### config.mk
export PLATFORM = sky130hd
export DESIGN_NAME = masked_byte_pattern_scan_unit
export DESIGN_NICKNAME = d
export VERILOG_FILES = /design/src/rtl/core/mbps_pkg.sv /design/src/rtl/core/masked_byte_pattern_scan_unit.sv /design/src/rtl/core/mbps_front.sv /design/src/rtl/core/mbps_fifo.sv /design/src/rtl/core/mbps_back.sv
export SDC_FILE = /design/constraint.sdc
export NUM_CORES = 1
export LEC_CHECK = 0
export BUFFER_PORTS_ARGS = -buffer_cell sky130_fd_sc_hd__buf_4
export CORE_ASPECT_RATIO = 1.1
export CORE_MARGIN = 10
export CORE_UTILIZATION = 35
export CTS_CLUSTER_SIZE = 12
export DETAILED_ROUTE_END_ITERATION = 10
export PLACE_DENSITY = 0.51
export SLEW_MARGIN = 10
export SYNTH_ARGS = -nofsm -noshare
export SYNTH_HDL_FRONTEND = slang
export SYNTH_HIERARCHICAL = 1
export SYNTH_SLANG_ARGS = --single-unit
### constraint.sdc
create_clock -name clk_i -period 11.7 [get_ports clk_i]
set_clock_uncertainty 0.05 [all_clocks]
set_input_delay 0 -clock clk_i [delete_from_list [all_inputs] [get_ports clk_i]]
set_output_delay 0 -clock clk_i [all_outputs]
set_load 0.02 [all_outputs]
### src/rtl/core/mbps_pkg.sv
`timescale 1ns / 1ps
`default_nettype none

package mbps_pkg;

  localparam int unsigned PatternW = 64;
  localparam int unsigned CareW    = 8;
  localparam int unsigned LenW     = 4;
  localparam int unsigned RegionW  = 32;
  localparam int unsigned CountW   = 32;
  localparam int unsigned CfgIdxW  = 8;
  localparam int unsigned CfgDataW = 64;

  typedef enum logic [CfgIdxW-1:0] {
    CFG_PATTERN = 8'd0,
    CFG_CARE    = 8'd1,
    CFG_LENGTH  = 8'd2,
    CFG_REGION  = 8'd3
  } cfg_idx_e;

  typedef struct packed {
    logic [PatternW-1:0] pattern;
    logic [CareW-1:0]    care;
    logic [LenW-1:0]     length;
    logic [RegionW-1:0]  region;
  } cfg_t;

endpackage

`default_nettype wire

### src/rtl/core/masked_byte_pattern_scan_unit.sv
// Masked byte pattern scanner.
// Input queue: drive data_byte_i with push; a byte is taken on a clock edge
// with push high and full low. Bytes of a region arrive in address order.
// Result queue: while empty is low, found_o and match_offset_o show the
// oldest result; pop on a clock edge with empty low removes it.
// Each region of region_size bytes yields exactly one result: the first
// matching start offset (found_o = 1) as soon as its last byte is taken, or
// not found (found_o = 0, offset 0) with the final byte. Bytes after a match
// are absorbed without result; the block rearms after the final byte.
// Config port: cfg_index_i selects pattern, care mask, length or region size;
// cfg_ready_o is always high, write only while the scanner is idle.
// Throughput is one byte per cycle while full is low; the window compare is
// combinational. A result passes through the result queue and then the
// output register before empty goes low and it can be popped.
// A two-entry result queue plus the output register absorb a stalled
// receiver; once both are full, full goes high and input stalls.
// Reset clears the window, the byte count and both queues, and loads the
// register defaults (length 1, region 1, all bytes cared).
`timescale 1ns / 1ps
`default_nettype none

module masked_byte_pattern_scan_unit #(
  parameter int unsigned MAX_PATTERN_BYTES = 8,
  parameter int unsigned OFFSET_BITS       = 32
) (
  input  wire logic                            clk_i,
  input  wire logic                            rst_ni,
  input  wire logic                            cfg_valid_i,
  output logic                                 cfg_ready_o,
  input  wire logic [mbps_pkg::CfgIdxW-1:0]    cfg_index_i,
  input  wire logic [mbps_pkg::CfgDataW-1:0]   cfg_data_i,
  input  wire logic                            push,
  output logic                                 full,
  input  wire logic [7:0]                      data_byte_i,
  output logic                                 empty,
  input  wire logic                            pop,
  output logic                                 found_o,
  output logic [31:0]                          match_offset_o
);

  localparam int unsigned OffW = (OFFSET_BITS < 32) ? OFFSET_BITS : 32;

  mbps_pkg::cfg_t cfg_q;

  logic            accept;
  logic            res_valid, res_found;
  logic [OffW-1:0] res_offset;
  logic [OffW:0]   q_rd_data;
  logic            q_empty, q_rd;
  logic [OffW-1:0] out_offset;

  assign cfg_ready_o = 1'b1;
  assign accept      = push && !full;

  always_ff @(posedge clk_i or negedge rst_ni) begin
    if (!rst_ni) begin
      cfg_q.pattern <= '0;
      cfg_q.care    <= '1;
      cfg_q.length  <= mbps_pkg::LenW'(1);
      cfg_q.region  <= mbps_pkg::RegionW'(1);
    end else if (cfg_valid_i && cfg_ready_o) begin
      case (cfg_index_i)
        mbps_pkg::CFG_PATTERN: cfg_q.pattern <= cfg_data_i;
        mbps_pkg::CFG_CARE:    cfg_q.care    <= cfg_data_i[mbps_pkg::CareW-1:0];
        mbps_pkg::CFG_LENGTH:  cfg_q.length  <= cfg_data_i[mbps_pkg::LenW-1:0];
        mbps_pkg::CFG_REGION:  cfg_q.region  <= cfg_data_i[mbps_pkg::RegionW-1:0];
        default: ;
      endcase
    end
  end

  mbps_front #(
    .MAX_PATTERN_BYTES(MAX_PATTERN_BYTES),
    .OFF_W            (OffW)
  ) u_front (
    .clk_i       (clk_i),
    .rst_ni      (rst_ni),
    .cfg_i       (cfg_q),
    .accept_i    (accept),
    .data_byte_i (data_byte_i),
    .res_valid_o (res_valid),
    .res_found_o (res_found),
    .res_offset_o(res_offset)
  );

  mbps_fifo #(
    .DATA_W(OffW + 1),
    .DEPTH (2)
  ) u_fifo (
    .clk_i    (clk_i),
    .rst_ni   (rst_ni),
    .wr_i     (res_valid),
    .wr_data_i({res_found, res_offset}),
    .rd_i     (q_rd),
    .rd_data_o(q_rd_data),
    .full_o   (full),
    .empty_o  (q_empty)
  );

  mbps_back #(
    .OFF_W(OffW)
  ) u_back (
    .clk_i     (clk_i),
    .rst_ni    (rst_ni),
    .q_empty_i (q_empty),
    .q_found_i (q_rd_data[OffW]),
    .q_offset_i(q_rd_data[OffW-1:0]),
    .q_rd_o    (q_rd),
    .pop       (pop),
    .empty     (empty),
    .found_o   (found_o),
    .offset_o  (out_offset)
  );

  assign match_offset_o = 32'(out_offset);

endmodule

`default_nettype wire

### src/rtl/core/mbps_front.sv
`timescale 1ns / 1ps
`default_nettype none

module mbps_front #(
  parameter int unsigned MAX_PATTERN_BYTES = 8,
  parameter int unsigned OFF_W             = 32
) (
  input  wire logic               clk_i,
  input  wire logic               rst_ni,
  input  wire mbps_pkg::cfg_t     cfg_i,
  input  wire logic               accept_i,
  input  wire logic [7:0]         data_byte_i,
  output logic                    res_valid_o,
  output logic                    res_found_o,
  output logic [OFF_W-1:0]        res_offset_o
);

  localparam int unsigned IdxW = (MAX_PATTERN_BYTES > 1) ? $clog2(MAX_PATTERN_BYTES) : 1;

  logic [MAX_PATTERN_BYTES-1:0][7:0] win_q, win_d, win_shift;
  logic [mbps_pkg::CountW-1:0]       seen_q, seen_d;
  logic                              reported_q, reported_d;

  logic [mbps_pkg::LenW-1:0]         len;
  logic [mbps_pkg::RegionW-1:0]      size;
  logic [mbps_pkg::CountW-1:0]       n;
  logic [mbps_pkg::CountW-1:0]       start;
  logic                              miss, hit, last;
  logic [mbps_pkg::LenW-1:0]         back;

  always_comb begin
    win_shift[0] = data_byte_i;
    for (int j = 1; j < MAX_PATTERN_BYTES; j++) begin
      win_shift[j] = win_q[j-1];
    end
  end

  // clamp length to 1..MAX, region size zero acts as one
  always_comb begin
    if (cfg_i.length == '0) begin
      len = mbps_pkg::LenW'(1);
    end else if (cfg_i.length > mbps_pkg::LenW'(MAX_PATTERN_BYTES)) begin
      len = mbps_pkg::LenW'(MAX_PATTERN_BYTES);
    end else begin
      len = cfg_i.length;
    end
    size = (cfg_i.region == '0) ? mbps_pkg::RegionW'(1) : cfg_i.region;
  end

  // pattern byte k lines up with the byte len-1-k positions back
  always_comb begin
    miss = 1'b0;
    back = '0;
    for (int k = 0; k < MAX_PATTERN_BYTES; k++) begin
      back = len - mbps_pkg::LenW'(1) - mbps_pkg::LenW'(k);
      if ((mbps_pkg::LenW'(k) < len) && cfg_i.care[k] &&
          (win_shift[back[IdxW-1:0]] != cfg_i.pattern[8*k +: 8])) begin
        miss = 1'b1;
      end
    end
  end

  always_comb begin
    n     = seen_q + mbps_pkg::CountW'(1);
    start = n - mbps_pkg::CountW'(len);
    hit   = !reported_q && (n >= mbps_pkg::CountW'(len)) && (n <= size) && !miss;
    last  = (n >= size);

    res_valid_o  = accept_i && (hit || (last && !reported_q));
    res_found_o  = hit;
    res_offset_o = hit ? start[OFF_W-1:0] : '0;

    win_d      = win_q;
    seen_d     = seen_q;
    reported_d = reported_q;
    if (accept_i) begin
      if (last) begin
        // rearm for the next region
        win_d      = '0;
        seen_d     = '0;
        reported_d = 1'b0;
      end else begin
        win_d      = win_shift;
        seen_d     = n;
        reported_d = reported_q || hit;
      end
    end
  end

  always_ff @(posedge clk_i or negedge rst_ni) begin
    if (!rst_ni) begin
      win_q      <= '0;
      seen_q     <= '0;
      reported_q <= 1'b0;
    end else begin
      win_q      <= win_d;
      seen_q     <= seen_d;
      reported_q <= reported_d;
    end
  end

endmodule

`default_nettype wire

### src/rtl/core/mbps_fifo.sv
`timescale 1ns / 1ps
`default_nettype none

module mbps_fifo #(
  parameter int unsigned DATA_W = 33,
  parameter int unsigned DEPTH  = 2
) (
  input  wire logic              clk_i,
  input  wire logic              rst_ni,
  input  wire logic              wr_i,
  input  wire logic [DATA_W-1:0] wr_data_i,
  input  wire logic              rd_i,
  output logic [DATA_W-1:0]      rd_data_o,
  output logic                   full_o,
  output logic                   empty_o
);

  localparam int unsigned PtrW = (DEPTH > 1) ? $clog2(DEPTH) : 1;
  localparam int unsigned CntW = $clog2(DEPTH + 1);

  logic [DATA_W-1:0] mem_q [DEPTH];
  logic [PtrW-1:0]   wr_ptr_q, wr_ptr_d, rd_ptr_q, rd_ptr_d;
  logic [CntW-1:0]   count_q, count_d;
  logic              do_wr, do_rd;

  assign full_o    = (count_q == CntW'(DEPTH));
  assign empty_o   = (count_q == '0);
  assign do_wr     = wr_i && !full_o;
  assign do_rd     = rd_i && !empty_o;
  assign rd_data_o = mem_q[rd_ptr_q];

  always_comb begin
    wr_ptr_d = wr_ptr_q;
    rd_ptr_d = rd_ptr_q;
    count_d  = count_q;
    if (do_wr) begin
      wr_ptr_d = (wr_ptr_q == PtrW'(DEPTH - 1)) ? '0 : wr_ptr_q + PtrW'(1);
    end
    if (do_rd) begin
      rd_ptr_d = (rd_ptr_q == PtrW'(DEPTH - 1)) ? '0 : rd_ptr_q + PtrW'(1);
    end
    if (do_wr && !do_rd) begin
      count_d = count_q + CntW'(1);
    end else if (do_rd && !do_wr) begin
      count_d = count_q - CntW'(1);
    end
  end

  always_ff @(posedge clk_i) begin
    if (do_wr) begin
      mem_q[wr_ptr_q] <= wr_data_i;
    end
  end

  always_ff @(posedge clk_i or negedge rst_ni) begin
    if (!rst_ni) begin
      wr_ptr_q <= '0;
      rd_ptr_q <= '0;
      count_q  <= '0;
    end else begin
      wr_ptr_q <= wr_ptr_d;
      rd_ptr_q <= rd_ptr_d;
      count_q  <= count_d;
    end
  end

endmodule

`default_nettype wire

### src/rtl/core/mbps_back.sv
`timescale 1ns / 1ps
`default_nettype none

module mbps_back #(
  parameter int unsigned OFF_W = 32
) (
  input  wire logic             clk_i,
  input  wire logic             rst_ni,
  input  wire logic             q_empty_i,
  input  wire logic             q_found_i,
  input  wire logic [OFF_W-1:0] q_offset_i,
  output logic                  q_rd_o,
  input  wire logic             pop,
  output logic                  empty,
  output logic                  found_o,
  output logic [OFF_W-1:0]      offset_o
);

  logic             valid_q, valid_d;
  logic             found_q;
  logic [OFF_W-1:0] offset_q;
  logic             load;

  // refill the output register when it drains or sits empty
  assign load    = !q_empty_i && (!valid_q || pop);
  assign q_rd_o  = load;
  assign empty   = !valid_q;
  assign found_o  = found_q;
  assign offset_o = offset_q;

  always_comb begin
    valid_d = valid_q;
    if (load) begin
      valid_d = 1'b1;
    end else if (pop) begin
      valid_d = 1'b0;
    end
  end

  always_ff @(posedge clk_i or negedge rst_ni) begin
    if (!rst_ni) begin
      valid_q <= 1'b0;
    end else begin
      valid_q <= valid_d;
    end
  end

  always_ff @(posedge clk_i) begin
    if (load) begin
      found_q  <= q_found_i;
      offset_q <= q_offset_i;
    end
  end

endmodule

`default_nettype wire

==> results.toml <==
[clocking]
htreeDepth = 2
numCtsBuffers = 36
cts_buffer_depth = 3
clk_pin_slew_ns = 0.06
cts_resized = 0
cts_sinks = 301
cts_tree = "yes"
cts_root_buf = "clkbuf_16"
insertion_delay_ns = 0.56

[grt]
grtUsageMet1_pct = 22.6
grt_util_all_layers_pct = 18.4
grtUsageMet3_pct = 2.48
busiest_layer = "met2"
first_global_vias = 14700
grt_pass1_wl_um = 90400
antenna_found_initial = 1
overflow = 0
grt_max_degree = 103
globalRouteMet2Util_pct = 31.9

[floorplanning]
initial_utilization_pct = 35.5
pin_count = 121
core-area_mm2 = 0.0527
rows = 88
die_height_um = 263
dieArea_mm2 = 0.0632
die_x_um = 241

[timing]
setup_viol_count_final = 0
tns_ns = 0
rsz0062_at_grt = "false"
fmax_mhz = 136
post-route-period-util_pct = 63.0
hold_viol = 0
tightest_slew_ns = 1.16
maxSlewViolCount = 0
slew_headroom_pct = 21.6
min_period_ns = 7.37
hold_slack_ns = 0.00588

[final_layout]
drive_gt1_share_pct = 19.1
fin_nets = 2048
syn_to_final_growth_pct = 16.9
final_common_cell = "dfrtp_1"
final_cell_mix = "189 x dfrtp_1, 139 x buf_4, 132 x inv_1"
finalNonFillerCells = 2623

[yosys]
synth.avg_cell_area_um2 = 10.5
async_reset_ff_share_pct = 67.1
synth_edf_count = 99
ys_ff_latch = 301
ys_types = 95
syn_inst = 1789
synth_nets = 1916
synth_warnings = 6
ys_seq_area_share_pct = 42.9
synth_area_mm2 = 0.0187
ys.flop_type = "dfrtp_1"

[pwr]
p_leak_nw = 9.03
power_mw = 4.48
peakVddDrop_mv = 0.135
p_per_area_mw_per_mm2 = 205

[detailed_routing]
first_pass_iters = 6
avgRoutedWirePerCell_um = 22.3
vias_per_cell = 5.56
drt_iter0_markers = 1192
routed_wl_um = 58400
ant_nets = 0
drc = 0
via_count = 14600

[placement]
post-place-cells = 2484
gp_congestion = 0.904
dp_hpwl_um = 41800
io_buffers = 119

[setup_path]
path_class = "flip-flop to flip-flop"
cp.arrival_ns = 7.52
r2r_setup_slack_ns = 4.33
cp-start-kind = "flip-flop"
worstPathRequired_ns = 11.85
endpoint_kind = "flip-flop"
crit_fanout = 53

[job]
max-cap-violations = 0

[outcome]
status = "completed"

[hold_path]
holdCritPathClass = "primary input to asynchronous set/reset pin"
## registers in the layout, summed over array words and instances, names as in the netlist
name / flops
cfg_q: 108
u_back/found_o: 1
u_back/offset_o: 32
u_back/valid_q: 1
u_fifo/count_q: 2
u_fifo/mem_q: 66
u_fifo/rd_ptr_q: 1
u_fifo/wr_ptr_q: 1
u_front/reported_q: 1
u_front/seen_q: 32
u_front/win_q: 56
## worst paths after layout
path	from	endpoint	cells past startpoint
worst max-delay path	cfg_q[32]	u_fifo/mem_q[0][5]	19
worst min-delay path	rst_ni	u_front/win_q[49]	2
worst max register to register	cfg_q[32]	u_fifo/mem_q[0][5]	19
worst min register to register	cfg_q[44]	cfg_q[44]	1
max in group asynchronous	rst_ni	u_front/seen_q[15]	3
min in group clk_i	cfg_index_i[0]	cfg_q[34]	3
## final cells by class
| class | instances | area (um^2) |
|---|---|---|
| inverter | 135 | 509 |
| clock buffer | 50 | 963 |
| sequential | 301 | 8040 |
| clock inverter | 14 | 163 |
| antenna | 1 | 2.50 |
| multi-input combinational | 1233 | 9560 |
| timing repair buffer | 214 | 1800 |
| fill | 5095 | 30900 |
| tap | 675 | 845 |
## per-layer routing
metal / vias up / share of wire (%) / wire length, um
met1: 7264 / 42 / 24200
li1: 6823 / - / -
met2: 384 / 50 / 29400
met3: 105 / 4.4 / 2540
met4: 0 / 3.7 / 2190
met5: - / 0 / 0
## cell usage after synthesis, types with 14 or more instances
master,number,area (um^2)
buf_2,23,115
a22oi_1,29,218
nand3_1,104,521
xnor2_1,67,587
nand4_1,24,150
nor2b_1,17,106
nand2_1,82,308
mux2i_1,47,470
ha_1,41,513
a211oi_1,14,105
dfrtp_1,192,4800
nor3_1,28,140
nor2_1,80,300
clkbuf_1,56,210
o21ai_0,120,601
mux2_4,29,435
and3_1,15,93.8
mux2_2,67,754
buf_1,15,56.3
mux4_2,34,766
nor4_1,17,106
nand2b_1,16,100
xor2_1,43,377
a21oi_1,77,385
mux2_1,60,676
inv_1,132,495
edfxtp_1,99,2970
## worst max-delay path: stages, from the launching register on
cell and delay, ns:
dfstp_2 0.51, buf_4 0.51, clkinv_1 0.50, a21oi_4 0.25, buf_4 0.54, ha_1 0.77
inv_1 0.43, nor2_2 0.41, a22oi_1 0.17, a31o_2 0.25, a2111oi_0 0.60, o2111ai_1 0.24
a221oi_2 0.44, nand3_2 0.11, buf_4 0.26, inv_1 0.14, o21a_1 0.15, nand2_1 0.11
nor2_2 0.09, buf_4 0.39
## logic make-up (layout without fill, tap and decap cells)
family,Yosys count,in the layout,synth area share [%]
AO/OA/AOI/OAI,382,382,13.1
buffers and inverters,255,413,6.23
flip-flops,301,301,42.9
other,1,2,0.0200
AND/OR/NAND/NOR,459,459,12.9
XOR/XNOR,112,112,5.38
multiplexers,237,237,16.6
adder cells (fa/ha/maj),42,42,2.85
## power breakdown
group	internal [mW]	leakage [nW]	switching, mW
combinational	0.710	4.82	1.04
sequential	1.38	3.65	0.249
clock	0.644	0.553	0.453
## repair_timing
item	in CTS	in global routing
hold buffers	74	0
hold endpoints to repair	204	0
buffers inserted	0	0
setup endpoints to repair	0	0
## stage by stage
step / area [um^2] / util (%) / setup WS (ns)
6_report: 21900 / 41.5 / 4.33
5_1_grt: 21900 / 41.5 / 3.66
4_1_cts: 21900 / 41.5 / 4.33
3_5_place_dp: 20000 / 37.9 / 4.33
3_3_place_gp: 20000 / 37.9 / 4.50
2_1_floorplan: 18700 / - / 5.41
(Power assumes the default switching activity.)
